==> config.mk <==
export PLATFORM = sky130hd
export DESIGN_NAME = etx_link_quality_tracker
export DESIGN_NICKNAME = d
export VERILOG_FILES = /design/src/sv/elqt_pkg.sv /design/src/sv/elqt_mul.sv /design/src/sv/elqt_div.sv /design/src/sv/etx_link_quality_tracker.sv
export SDC_FILE = /design/constraint.sdc
export NUM_CORES = 1
export LEC_CHECK = 0
export BUFFER_PORTS_ARGS = -buffer_cell sky130_fd_sc_hd__buf_2
export CAP_MARGIN = 20
export CORE_MARGIN = 5
export CORE_UTILIZATION = 57
export DETAILED_ROUTE_END_ITERATION = 8
export HOLD_SLACK_MARGIN = 0.06
export PLACE_DENSITY = 0.77
export SETUP_SLACK_MARGIN = 0.2
export SLEW_MARGIN = 0
export SYNTH_ARGS = -nofsm -noshare
export SYNTH_HDL_FRONTEND = slang
export SYNTH_SLANG_ARGS = --single-unit
==> constraint.sdc <==
create_clock -name aclk -period 4 [get_ports aclk]
set_input_delay 0.4 -clock aclk [delete_from_list [all_inputs] [get_ports aclk]]
set_output_delay 0.4 -clock aclk [all_outputs]
set_load 0.03 [all_outputs]
==> src/sv/elqt_pkg.sv <==
// Shared types, constants and codes for the link quality tracker.
package elqt_pkg;

    // Quality format: unsigned fraction with Q_BITS fraction bits
    localparam int Q_BITS = 16;
    localparam logic [Q_BITS:0]   Q_ONE = (Q_BITS+1)'(1) << Q_BITS;
    localparam logic [Q_BITS-1:0] Q_MAX = {Q_BITS{1'b1}};
    localparam logic [Q_BITS:0]   ALPHA_WARMUP = Q_ONE >> 2;

    // Parameter defaults
    localparam int WARMUP_STEPS_DEF = 12;
    localparam int COST_SCALE_DEF   = 1024;

    // Field and register widths
    localparam int WARM_W     = 4;
    localparam int NQ_W       = 8;
    localparam int LOSS_W     = 17;
    localparam int COST_W     = 23;
    localparam int CFG_DATA_W = 23;
    localparam int CFG_IDX_W  = 2;

    // Serial multiplier geometry
    localparam int MUL_W     = 17;
    localparam int MUL_DIGIT = 4;
    localparam int PROD_W    = 2 * MUL_W;

    // Divisor width: product of two qualities
    localparam int DIV_W = 2 * Q_BITS;

    // Register reset values
    localparam logic [Q_BITS-1:0] AGING_RATE_RST  = Q_BITS'(3277);
    localparam logic [LOSS_W-1:0] LOSS_MULT_RST   = LOSS_W'(65536);
    localparam logic [Q_BITS-1:0] MIN_QUALITY_RST = Q_BITS'(6554);
    localparam logic [COST_W-1:0] COST_LIMIT_RST  = COST_W'(4194304);

    // Configuration register indexes
    typedef enum logic [CFG_IDX_W-1:0] {
        CFG_AGING_RATE  = 2'd0,
        CFG_LOSS_MULT   = 2'd1,
        CFG_MIN_QUALITY = 2'd2,
        CFG_COST_LIMIT  = 2'd3
    } cfg_index_t;

    // Event kinds carried on tuser
    localparam logic OP_HELLO  = 1'b0;
    localparam logic OP_REPORT = 1'b1;

    // Sequencer states
    typedef enum logic [2:0] {
        ST_IDLE,
        ST_DECAY_WAIT,
        ST_GAIN_WAIT,
        ST_PROD_START,
        ST_PROD_WAIT,
        ST_DIV_WAIT,
        ST_RESULT
    } state_t;

    // Status of a multi-cycle arithmetic unit
    typedef struct packed {
        logic busy;
        logic done;
    } unit_status_t;

endpackage

==> src/sv/elqt_mul.sv <==
// Digit-serial unsigned multiplier, one 4-bit digit of the second operand per cycle.
module elqt_mul
    import elqt_pkg::*;
(
    input  logic              aclk,
    input  logic              aresetn,
    input  logic              start,
    input  logic [MUL_W-1:0]  a,
    input  logic [MUL_W-1:0]  b,
    output logic [PROD_W-1:0] product,
    output unit_status_t      status
);

    localparam int STEPS = (MUL_W + MUL_DIGIT - 1) / MUL_DIGIT;
    localparam int BP_W  = STEPS * MUL_DIGIT;
    localparam int CW    = $clog2(STEPS + 1);

    logic [MUL_W-1:0]  a_reg;
    logic [BP_W-1:0]   b_reg;
    logic [PROD_W-1:0] acc_reg, acc_next;
    logic [CW-1:0]     cnt_reg;
    logic              busy_reg, done_reg;

    logic [MUL_DIGIT-1:0]       digit;
    logic [MUL_W+MUL_DIGIT-1:0] partial;

    // Top digit first: shift accumulator, add a times digit
    assign digit    = b_reg[BP_W-1 -: MUL_DIGIT];
    assign partial  = {{MUL_DIGIT{1'b0}}, a_reg} * {{MUL_W{1'b0}}, digit};
    assign acc_next = (acc_reg << MUL_DIGIT)
                    + {{(PROD_W-MUL_W-MUL_DIGIT){1'b0}}, partial};

    // Control
    always_ff @(posedge aclk) begin
        if (!aresetn) begin
            busy_reg <= 1'b0;
            done_reg <= 1'b0;
            cnt_reg  <= '0;
        end else begin
            done_reg <= 1'b0;
            if (start) begin
                busy_reg <= 1'b1;
                cnt_reg  <= CW'(STEPS);
            end else if (busy_reg) begin
                cnt_reg <= cnt_reg - CW'(1);
                if (cnt_reg == CW'(1)) begin
                    busy_reg <= 1'b0;
                    done_reg <= 1'b1;
                end
            end
        end
    end

    // Operand and accumulator shift registers
    always_ff @(posedge aclk) begin
        if (start) begin
            a_reg   <= a;
            b_reg   <= {{(BP_W-MUL_W){1'b0}}, b};
            acc_reg <= '0;
        end else if (busy_reg) begin
            b_reg   <= b_reg << MUL_DIGIT;
            acc_reg <= acc_next;
        end
    end

    assign product     = acc_reg;
    assign status.busy = busy_reg;
    assign status.done = done_reg;

endmodule

==> src/sv/elqt_div.sv <==
// Restoring divider for the cost: COST_SCALE * 2^DIV_W over the divisor, one bit per cycle.
module elqt_div
    import elqt_pkg::*;
#(
    parameter int COST_SCALE = COST_SCALE_DEF
) (
    input  logic              aclk,
    input  logic              aresetn,
    input  logic              start,
    input  logic [DIV_W-1:0]  divisor,
    output logic [COST_W-1:0] quotient,
    output logic              overflow,
    output unit_status_t      status
);

    // Leading zeros of the dividend never give quotient bits, so skip them
    localparam int SCALE_BITS = $clog2(COST_SCALE + 1);
    localparam int ITERS      = SCALE_BITS + DIV_W;
    localparam int CW         = $clog2(ITERS + 1);

    logic [SCALE_BITS-1:0] scale_reg;
    logic [DIV_W-1:0]      d_reg;
    logic [DIV_W-1:0]      rem_reg, rem_next;
    logic [COST_W-1:0]     q_reg;
    logic                  ovf_reg;
    logic [CW-1:0]         cnt_reg;
    logic                  busy_reg, done_reg;

    logic [DIV_W:0] rem_sh, d_ext, diff;
    logic           ge;

    // One restoring step
    assign rem_sh   = {rem_reg, scale_reg[SCALE_BITS-1]};
    assign d_ext    = {1'b0, d_reg};
    assign ge       = (rem_sh >= d_ext);
    assign diff     = rem_sh - d_ext;
    assign rem_next = ge ? diff[DIV_W-1:0] : rem_sh[DIV_W-1:0];

    // Control
    always_ff @(posedge aclk) begin
        if (!aresetn) begin
            busy_reg <= 1'b0;
            done_reg <= 1'b0;
            cnt_reg  <= '0;
        end else begin
            done_reg <= 1'b0;
            if (start) begin
                busy_reg <= 1'b1;
                cnt_reg  <= CW'(ITERS);
            end else if (busy_reg) begin
                cnt_reg <= cnt_reg - CW'(1);
                if (cnt_reg == CW'(1)) begin
                    busy_reg <= 1'b0;
                    done_reg <= 1'b1;
                end
            end
        end
    end

    // Dividend, remainder and quotient shift registers; a bit shifted off the
    // top of the quotient marks it as beyond any cost limit
    always_ff @(posedge aclk) begin
        if (start) begin
            scale_reg <= SCALE_BITS'(COST_SCALE);
            d_reg     <= divisor;
            rem_reg   <= '0;
            q_reg     <= '0;
            ovf_reg   <= 1'b0;
        end else if (busy_reg) begin
            scale_reg <= scale_reg << 1;
            rem_reg   <= rem_next;
            q_reg     <= {q_reg[COST_W-2:0], ge};
            ovf_reg   <= ovf_reg | q_reg[COST_W-1];
        end
    end

    assign quotient    = q_reg;
    assign overflow    = ovf_reg;
    assign status.busy = busy_reg;
    assign status.done = done_reg;

endmodule

==> src/sv/etx_link_quality_tracker.sv <==
// Top level: link quality moving average and ETX cost for one link.
//
//  channel   direction  contents
//  s_*       in         tuser: op; tdata: lost, neighbor_quality, neighbor_present
//  m_*       out        tdata: link_cost, link_quality, broken
//  cfg_*     in         register write: index, data
//
// One event is in flight at a time; the next is accepted the cycle after the
// result is loaded. A received hello takes a decay and a gain product, a lost
// hello only the decay product, a report neither; every event then takes the
// link product and the divide. Each product runs on the 5-step radix-16
// multiplier; the divider runs clog2(COST_SCALE+1)+32 steps (43 at the default),
// one quotient bit per step. A broken link or a zero quality skips the link product and the divide.
// Reset is synchronous, active low, and sets state, link qualities, configuration and output valid.
// A result waits in the output register while the next event is accepted.
module etx_link_quality_tracker
    import elqt_pkg::*;
#(
    parameter int WARMUP_STEPS = WARMUP_STEPS_DEF,
    parameter int COST_SCALE   = COST_SCALE_DEF
) (
    input  logic                  aclk,
    input  logic                  aresetn,
    // input events
    input  logic                  s_tvalid,
    output logic                  s_tready,
    input  logic [15:0]           s_tdata,   // lost[0], neighbor_quality[8:1],
                                             // neighbor_present[9], zero[15:10]
    input  logic                  s_tuser,   // op[0]
    // results
    output logic                  m_tvalid,
    input  logic                  m_tready,
    output logic [39:0]           m_tdata,   // link_cost[22:0], link_quality[38:23],
                                             // broken[39]
    // configuration writes
    input  logic                  cfg_wr_en,
    input  logic [CFG_IDX_W-1:0]  cfg_index,
    input  logic [CFG_DATA_W-1:0] cfg_wdata
);

    // Configuration registers
    logic [Q_BITS-1:0] aging_reg;
    logic [LOSS_W-1:0] loss_reg;
    logic [Q_BITS-1:0] minq_reg;
    logic [COST_W-1:0] limit_reg;

    // Link state
    state_t            state_reg, state_next;
    logic [WARM_W-1:0] warmup_reg;
    logic [Q_BITS-1:0] lq_reg;
    logic [Q_BITS-1:0] nlq_reg;

    // Per-event registers
    logic [Q_BITS:0]   alpha_reg;
    logic              lost_reg;
    logic              brk_reg;
    logic [COST_W-1:0] cost_reg;
    logic [39:0]       m_tdata_reg;
    logic              m_tvalid_reg;

    // Input fields
    logic            in_op, in_lost, in_present;
    logic [NQ_W-1:0] in_nq;

    // Arithmetic units
    logic              mul_start, div_start;
    logic [MUL_W-1:0]  mul_a, mul_b;
    logic [PROD_W-1:0] mul_prod;
    unit_status_t      mul_st, div_st;
    logic [COST_W-1:0] div_q;
    logic              div_ovf;

    logic              accept, load_out;
    logic              warm_active;
    logic [Q_BITS:0]   alpha_now, one_minus;
    logic              brk_now, zero_now;
    logic [Q_BITS-1:0] decay_val;
    logic [Q_BITS:0]   gain_val;
    logic [Q_BITS+1:0] sum_val;
    logic [Q_BITS-1:0] sum_sat;
    logic [COST_W-1:0] div_cost, div_cost_clamped;

    assign in_op      = s_tuser;
    assign in_lost    = s_tdata[0];
    assign in_nq      = s_tdata[8:1];
    assign in_present = s_tdata[9];

    // Alpha: fixed quarter during warmup, aging rate afterwards
    assign warm_active = (warmup_reg < WARM_W'(WARMUP_STEPS));
    assign alpha_now   = warm_active ? ALPHA_WARMUP : {1'b0, aging_reg};
    assign one_minus   = Q_ONE - alpha_now;

    // Hello arithmetic on the multiplier result
    assign decay_val = mul_prod[2*Q_BITS-1 : Q_BITS];
    assign gain_val  = mul_prod[Q_BITS +: Q_BITS+1];
    assign sum_val   = {2'b00, lq_reg} + {1'b0, gain_val};
    assign sum_sat   = (sum_val > {2'b00, Q_MAX}) ? Q_MAX : sum_val[Q_BITS-1:0];

    // Broken and zero-product tests
    assign brk_now  = (lq_reg < minq_reg) || (nlq_reg < minq_reg);
    assign zero_now = (lq_reg == '0) || (nlq_reg == '0);

    // Quotient clamped to the limit, never below one
    assign div_cost         = (div_ovf || (div_q > limit_reg)) ? limit_reg : div_q;
    assign div_cost_clamped = (div_cost == '0) ? COST_W'(1) : div_cost;

    // Next state
    always_comb begin
        state_next = state_reg;
        unique case (state_reg)
            ST_IDLE: begin
                if (accept) begin
                    state_next = (in_op == OP_HELLO) ? ST_DECAY_WAIT : ST_PROD_START;
                end
            end
            ST_DECAY_WAIT: begin
                if (mul_st.done) begin
                    state_next = lost_reg ? ST_PROD_START : ST_GAIN_WAIT;
                end
            end
            ST_GAIN_WAIT: begin
                if (mul_st.done) begin
                    state_next = ST_PROD_START;
                end
            end
            ST_PROD_START: begin
                state_next = (brk_now || zero_now) ? ST_RESULT : ST_PROD_WAIT;
            end
            ST_PROD_WAIT: begin
                if (mul_st.done) begin
                    state_next = ST_DIV_WAIT;
                end
            end
            ST_DIV_WAIT: begin
                if (div_st.done) begin
                    state_next = ST_RESULT;
                end
            end
            ST_RESULT: begin
                if (load_out) begin
                    state_next = ST_IDLE;
                end
            end
            default: state_next = ST_IDLE;
        endcase
    end

    // Sequencer outputs
    always_comb begin
        s_tready  = (state_reg == ST_IDLE);
        accept    = s_tvalid && s_tready;
        mul_start = 1'b0;
        mul_a     = {1'b0, lq_reg};
        mul_b     = one_minus;
        div_start = 1'b0;
        load_out  = 1'b0;
        unique case (state_reg)
            ST_IDLE: begin
                mul_start = accept && (in_op == OP_HELLO);
            end
            ST_DECAY_WAIT: begin
                mul_start = mul_st.done && !lost_reg;
                mul_a     = alpha_reg;
                mul_b     = loss_reg;
            end
            ST_PROD_START: begin
                mul_start = !(brk_now || zero_now);
                mul_b     = {1'b0, nlq_reg};
            end
            ST_PROD_WAIT: begin
                div_start = mul_st.done;
            end
            ST_RESULT: begin
                load_out = !m_tvalid_reg || m_tready;
            end
            ST_GAIN_WAIT, ST_DIV_WAIT: begin
            end
            default: begin
            end
        endcase
    end

    // Configuration registers
    always_ff @(posedge aclk) begin
        if (!aresetn) begin
            aging_reg <= AGING_RATE_RST;
            loss_reg  <= LOSS_MULT_RST;
            minq_reg  <= MIN_QUALITY_RST;
            limit_reg <= COST_LIMIT_RST;
        end else if (cfg_wr_en) begin
            unique case (cfg_index_t'(cfg_index))
                CFG_AGING_RATE:  aging_reg <= cfg_wdata[Q_BITS-1:0];
                CFG_LOSS_MULT:   loss_reg  <= cfg_wdata[LOSS_W-1:0];
                CFG_MIN_QUALITY: minq_reg  <= cfg_wdata[Q_BITS-1:0];
                CFG_COST_LIMIT:  limit_reg <= cfg_wdata[COST_W-1:0];
                default: begin
                end
            endcase
        end
    end

    // Control state and link qualities
    always_ff @(posedge aclk) begin
        if (!aresetn) begin
            state_reg    <= ST_IDLE;
            warmup_reg   <= '0;
            lq_reg       <= '0;
            nlq_reg      <= '0;
            m_tvalid_reg <= 1'b0;
        end else begin
            state_reg <= state_next;
            // warmup counts hellos only and stops at the limit
            if (accept && (in_op == OP_HELLO) && warm_active) begin
                warmup_reg <= warmup_reg + WARM_W'(1);
            end
            // report: byte/255 in Q0.16 is the byte repeated in both halves
            if (accept && (in_op == OP_REPORT)) begin
                nlq_reg <= in_present ? {in_nq, in_nq} : '0;
            end
            if (state_reg == ST_DECAY_WAIT && mul_st.done) begin
                lq_reg <= decay_val;
            end else if (state_reg == ST_GAIN_WAIT && mul_st.done) begin
                lq_reg <= sum_sat;
            end
            if (load_out) begin
                m_tvalid_reg <= 1'b1;
            end else if (m_tready) begin
                m_tvalid_reg <= 1'b0;
            end
        end
    end

    // Per-event payload
    always_ff @(posedge aclk) begin
        if (accept) begin
            alpha_reg <= alpha_now;
            lost_reg  <= in_lost;
        end
        if (state_reg == ST_PROD_START) begin
            brk_reg <= brk_now;
            if (brk_now) begin
                cost_reg <= limit_reg;
            end else begin
                cost_reg <= (limit_reg == '0) ? COST_W'(1) : limit_reg;
            end
        end else if (state_reg == ST_DIV_WAIT && div_st.done) begin
            cost_reg <= div_cost_clamped;
        end
        if (load_out) begin
            m_tdata_reg <= {brk_reg, lq_reg, cost_reg};
        end
    end

    elqt_mul u_mul (
        .aclk    (aclk),
        .aresetn (aresetn),
        .start   (mul_start),
        .a       (mul_a),
        .b       (mul_b),
        .product (mul_prod),
        .status  (mul_st)
    );

    elqt_div #(
        .COST_SCALE (COST_SCALE)
    ) u_div (
        .aclk     (aclk),
        .aresetn  (aresetn),
        .start    (div_start),
        .divisor  (mul_prod[DIV_W-1:0]),
        .quotient (div_q),
        .overflow (div_ovf),
        .status   (div_st)
    );

    assign m_tvalid = m_tvalid_reg;
    assign m_tdata  = m_tdata_reg;

    // The multiplier and the divider never run at the same time
    a_units_exclusive: assert property (@(posedge aclk) disable iff (!aresetn)
        !(mul_st.busy && div_st.busy))
        else $error("multiplier and divider busy together");

    // A finished result waits while the output register is still occupied
    a_result_holds: assert property (@(posedge aclk) disable iff (!aresetn)
        (state_reg == ST_RESULT && m_tvalid_reg && !m_tready) |=> (state_reg == ST_RESULT))
        else $error("result overwrote a pending transaction");

    // A working link never reports a zero cost
    a_cost_nonzero: assert property (@(posedge aclk) disable iff (!aresetn)
        (m_tvalid && !m_tdata[39]) |-> (m_tdata[22:0] != '0))
        else $error("zero cost on a working link");

    // Warmup counter stops at its limit
    a_warmup_bound: assert property (@(posedge aclk) disable iff (!aresetn)
        warmup_reg <= WARM_W'(WARMUP_STEPS))
        else $error("warmup counter past its limit");

endmodule

Word-level counts from Yosys, hierarchy flattened
Index checks and enable logic that the tools add are counted.
W data, S select, Z words.
{"block": "op_classes", "addsub": 7, "reduce_logical": 36, "n_div": 0, "muxes": 43, "n_eq_ne": 17, "n_shift": 0, "magnitude_cmp": 6, "n_bitwise": 5, "multipliers": 1}
{"operator": "$mux W23", "count": 6}
{"operator": "$mux W16", "count": 6}
{"operator": "$logic_not A23 Y1", "count": 2}
{"operator": "$mux W17", "count": 2}
{"operator": "$pmux W17 S2", "count": 1}
{"operator": "$add A33 B21 Y33", "count": 1}
{"operator": "$ge A33 B32 Y1", "count": 1}
{"operator": "$logic_not A16 Y1", "count": 2}
{"operator": "$lt A16 B16 Y1", "count": 2}
{"operator": "$mux W32", "count": 1}
{"operator": "$sub A32 B32 Y32", "count": 1}
{"operator": "$mux W3", "count": 8}
{"operator": "$gt A23 B23 Y1", "count": 1}
{"operator": "$mul A17 B4 Y21", "count": 1}
{"operator": "$pmux W3 S7", "count": 1}
{"operator": "$add A16 B17 Y18", "count": 1}
{"operator": "$gt A18 B16 Y1 const B", "count": 1}
{"operator": "$sub A17 B16 Y17 const A", "count": 1}
{"operator": "$mux W1", "count": 13}
{"operator": "$mux W6", "count": 2}
{"operator": "$ne A2 B1 Y1 const B", "count": 5}
{"operator": "$reduce_bool A2 Y1", "count": 5}
{"operator": "$eq A3 B3 Y1 const B", "count": 3}
{"operator": "$logic_and A1 B1 Y1", "count": 8}
{"operator": "22 further kinds", "count": 40}
{"block": "totals", "elab_cells": 147, "romBits": 0, "ram_bits": 0, "latch_bits": 0, "output_inout_bits": 42, "input_bits": 47, "mem_count": 0, "reg_bits": 365}

Depth between registers and ports, before layout
{"block": "depth", "word_depth": 7, "mapped_depth": 18, "depth_no_buf": 18}

Cells and area by module
A second synthesis with hierarchy kept.
{"block": "unflattened", "hier_cells": 2295, "area_unflattened_um2": 21159.0}
{"module": "etx_link_quality_tracker", "area_per_inst_um2": 10082.2, "cells_per_inst": 1105, "instances": 1, "seq_area_each_um2": 4514.3}
{"module": "elqt_mul", "area_per_inst_um2": 5689.2, "cells_per_inst": 588, "instances": 1, "seq_area_each_um2": 1861.8}
{"module": "elqt_div", "area_per_inst_um2": 5387.7, "cells_per_inst": 602, "instances": 1, "seq_area_each_um2": 2262.2}

Worst setup path before layout
OpenSTA, ideal clock, no wires.
{"block": "synth_timing", "path_kind": "reg-to-reg", "startpoint": "reg u_mul.b_reg[19]", "endpoint": "reg u_mul.acc_reg[32], in the netlist u_mul.product[32]", "stages_incl_launch_ff": 18, "setup_slack_ps": -372, "t_arrival_ps": 4286, "t_required_ps": 3914, "path_buffers": 1, "path_cell_list": "dfxtp_1 clkbuf_1 and2_1 fa_1 fa_1 inv_1 fa_1 inv_1 ha_1 a211oi_1 o21ai_0 nand3_1 a21oi_1 o41ai_1 a211o_1 nor3b_1 xnor2_1 a211oi_1"}
{"block": "synth_via", "elab_chain_len": 2}
{"item": "start, declared", "line": "elqt_mul.sv:19", "rtl": "logic [BP_W-1:0] b_reg;"}
{"item": "start signal, assigned", "line": "elqt_mul.sv:58", "rtl": "b_reg <= {{(BP_W-MUL_W){1'b0}}, b};"}
{"item": "start signal, assigned", "line": "elqt_mul.sv:61", "rtl": "b_reg <= b_reg << MUL_DIGIT;"}
{"item": "$mul A17 B4 Y21", "line": "elqt_mul.sv:29", "rtl": "assign partial = {{MUL_DIGIT{1'b0}}, a_reg} * {{MUL_W{1'b0}}, digit};"}
{"item": "$add A33 B21 Y33", "line": "elqt_mul.sv:31", "rtl": "+ {{(PROD_W-MUL_W-MUL_DIGIT){1'b0}}, partial};"}
{"item": "end signal, assigned", "line": "elqt_mul.sv:62", "rtl": "acc_reg <= acc_next;"}
{"item": "end, declared", "line": "elqt_mul.sv:20", "rtl": "logic [PROD_W-1:0] acc_reg, acc_next;"}
No other way between the ends.
A chain may end at the register's enable or synchronous reset.

Worst setup path after layout
{"block": "layout_timing", "startpoint": "reg u_mul.a_reg[6]", "endpoint": "reg u_mul.acc_reg[19], in the netlist u_mul.product[19]"}
{"block": "layout_via", "elab_chain_len": 2}
{"item": "start, declared", "line": "elqt_mul.sv:18", "rtl": "logic [MUL_W-1:0] a_reg;"}
{"item": "start signal, assigned", "line": "elqt_mul.sv:57", "rtl": "a_reg <= a;"}
{"item": "$mul A17 B4 Y21", "line": "elqt_mul.sv:29"}
{"item": "$add A33 B21 Y33", "line": "elqt_mul.sv:31"}
No other way between the ends.

==> out/results.tsv <==
stage	metric	value	unit
status	outcome	complete, but fails checks	
status	violations	setup timing	
setup_path	critPathKind	reg -> reg	
routing	totalWireLength	50.10	mm
cells_and_area	multi_input_area	0.01111	mm²
cells_and_area	largest_reg_flops	40	
setup_path	critPathArrivalTime	4.62	ns
cells_and_area	layout_commonest_cell	nand2_1	
setup_path	endpoint_kind	flip-flop	
setup_path	crit_fanout	4	
pwr	cellPowerDensity	602.2	mW/mm²
die	fp.dieW	198.9	µm
synth	synth_edf_count	146	
die	die_y	198.9	µm
setup_path	cp.required	4.42	ns
setup_path	cp_slowest_cell	fa_1	
place	dpl_cell_area	0.02153	mm²
setup_path	worstSetupPathDepth	16	
cells_and_area	regArea	0.008602	mm²
min_path	min_path_cells	3	
routing	dr.pass1.iters	5	
synth	synth_largest_area_cell	edfxtp_1	
sta	setup_violations	14	
synth	ys_ff_latch	356	
routing	drt_iter0_markers	1234	
place	gp_congestion	0.9332	
cells_and_area	design_area	0.02315	mm²
grt	antenna_found_initial	0	
cells_and_area	final_cell_mix	nand2_1 (303), dfxtp_1 (205), a21oi_1 (171), inv_1 (153), edfxtp_1 (146)	
cts	clk_pin_slew_worst_paths	0.06	ns
sta	fin_crit_sh	1.050	
place	preCtsSetupSlack	-0.2937	ns
setup_path	worst-path-buf-inv	3	
synth	synth_nets	2385	
setup_path	reg2regPathDepth	16	
synth	synth_area_leaders	edfxtp_1 (22%), dfxtp_1 (21%), ha_1 (8.3%), nand2_1 (5.6%), fa_1 (4.4%)	
routing	detail_route.drc_violations	0	
synth	synth_area	0.02035	mm²
synth	yosysTopAreaCellShare	0.2154	
die	start_util	0.5749	
die	die_area	0.03958	mm²
sta	period_minus_slack	4.199	ns
setup_path	r2r_slack	-0.20	ns
routing	ant_nets	0	
cells_and_area	diodes	0	
routing	wire_per_inst	18.26	µm
cells_and_area	syn2layout_area_growth	13.75	%
setup_path	startpoint	u_mul.a_reg[6]$_DFFE_PP_	
flow_run	drv_cap	0	
die	rows	69	
setup_path	r2r-end	u_mul.product[19]$_SDFFE_PP0P_	
synth	synth.distinct_cells	76	
pwr	irDropWorstVdd	0.3738	mV
cts	cts_tree	done	
min_path	worst_hold_path.endpoint	limit_reg[17]$_SDFFE_PN0P_	
synth	synth_cells	2158	
sta	slew_viol_final	0	
cells_and_area	final_nets	2479	
setup_path	path_cells	and2_1, fa_2, fa_1, inv_1, fa_1, inv_1, ha_1, or3_1, o211ai_1, a31oi_2, buf_4, a21o_1, a21oi_2, xnor2_1, mux2i_1, nor2_1	
setup_path	regToRegStartpoint	u_mul.a_reg[6]$_DFFE_PP_	
cts	root_buffer	clkbuf_16	
grt	grt_pass1_wl	81.08	mm
synth	ys.flop_type	dfxtp_1	
grt	grt.total_usage	0.2520	
sta	tightestPinTransition	0.8839	ns
sta	relSlewSlack	0.4091	
routing	vias_per_cell	5.859	
synth	ys_warn_count	0	
grt	grt_max_degree	75	
place	numPortBuffers	82	
grt	grt_pass1_vias	15800	
sta	rsz0062_at_grt	true	
cells_and_area	drive_gt1_frac	0.1502	
cts	htreeDepth	2	
min_path	min_path_type	in -> reg	
setup_path	crit_family	adder cells	
sta	hold_violations	0	
cells_and_area	fill_cells	2844	
cts	clock-sinks	356	
cts	clkLatencyLatePin	0.57	ns
cts	numCtsBuffers	39	
min_path	hp-start	cfg_wdata[17]	
die	io_pins	89	
setup_path	start_kind	flip-flop	
grt	gr-total-overflow	0	
cts	clk_path_buf_depth	3	
pwr	p_total	13.94	mW
sta	layout_setup_ws	-0.1990	ns
die	core_area	0.03540	mm²
synth	seq_area_frac_synth	0.4220	
pwr	leakagePower	9.848	nW
place	dp_hpwl	35.83	mm
sta	max_freq	0.2382	GHz
routing	num_vias	16080	
synth	async_reset_ff_frac	0	
synth	syn_area_per_cell	9.430	µm²
setup_path	slowest_delay	0.55	ns
sta	finClkSkew	0.02482	ns
## layout make-up
type / count / share of cell area
sequential: 356 / 0.3716
clock buffer: 49 / 0.04605
tap: 461 / 0.02492
clock inverter: 23 / 0.008972
multi-input combinational: 1544 / 0.4801
inverter: 161 / 0.02611
timing repair buffer: 150 / 0.04221
## synthesized netlist by cell type, types with 54 or more instances
cell type	instances
ha_1	135
nor2_1	121
o21ai_0	74
inv_1	160
edfxtp_1	146
nand2_1	304
and2_1	63
dfxtp_1	210
mux2i_1	80
clkbuf_1	76
xnor2_1	54
a21oi_1	174
## how the worst max path moves through the flow
stage and to:
3_5_place_dp u_mul.product[27]$_SDFFE_PP0P_, 5_1_grt u_mul.product[19]$_SDFFE_PP0P_, 2_1_floorplan u_mul.product[27]$_SDFFE_PP0P_, 4_1_cts u_mul.product[19]$_SDFFE_PP0P_, 3_3_place_gp u_mul.product[30]$_SDFFE_PP0P_, 6_report u_mul.product[19]$_SDFFE_PP0P_
## what timing repair did
action	4_1_cts	5_1_grt
endpoints found under the setup margin	20	22
pin swaps	33	20
setup buffers	5	2
gates resized for setup	31	25
hold buffers	2	1
hold endpoints to repair	2	1
## per-stage QoR
step	utilization	std cells	setup TNS [ns]	hold WS (ns)
6_report	0.6540	2744	-1.484	0.07863
5_1_grt	0.6540	2744	-4.387	0.07284
4_1_cts	0.6490	2739	-1.164	0.06186
3_5_place_dp	0.6081	2660	-3.437	0.4045
3_3_place_gp	0.6081	2660	-2.081	0.4031
2_1_floorplan	-	2158	-0.01164	0.4003
## routing by layer
layer  track usage  vias up  part of all wire
met1        0.3349     7667              0.43
met5             0        -                 0
met2        0.4161      541              0.48
li1              -     7747                 -
met4        0.1003        0             0.034
met3       0.03930      122             0.063
## power by group
part / switching [mW] / internal, mW / total, mW / leakage, nW
registers: 0.495 / 4.33 / 4.82 / 3.09
logic: 2.97 / 2.57 / 5.54 / 6.15
clock network: 1.52 / 2.05 / 3.58 / 0.609
total: 4.99 / 8.95 / 13.9 / 9.85
## cell families after synthesis
group / synth area share
compound gates: 0.1354
xor+xnor: 0.03443
fa+ha+maj: 0.1273
buf+inv: 0.05042
flops: 0.4220
mux: 0.06112
simple gates: 0.1693
## worst min-delay path, cell delays in order
cell     delay [ns]
buf_2          0.09
nand2_1        0.05
a21oi_1        0.05
Power figures use the tool's default switching activity.
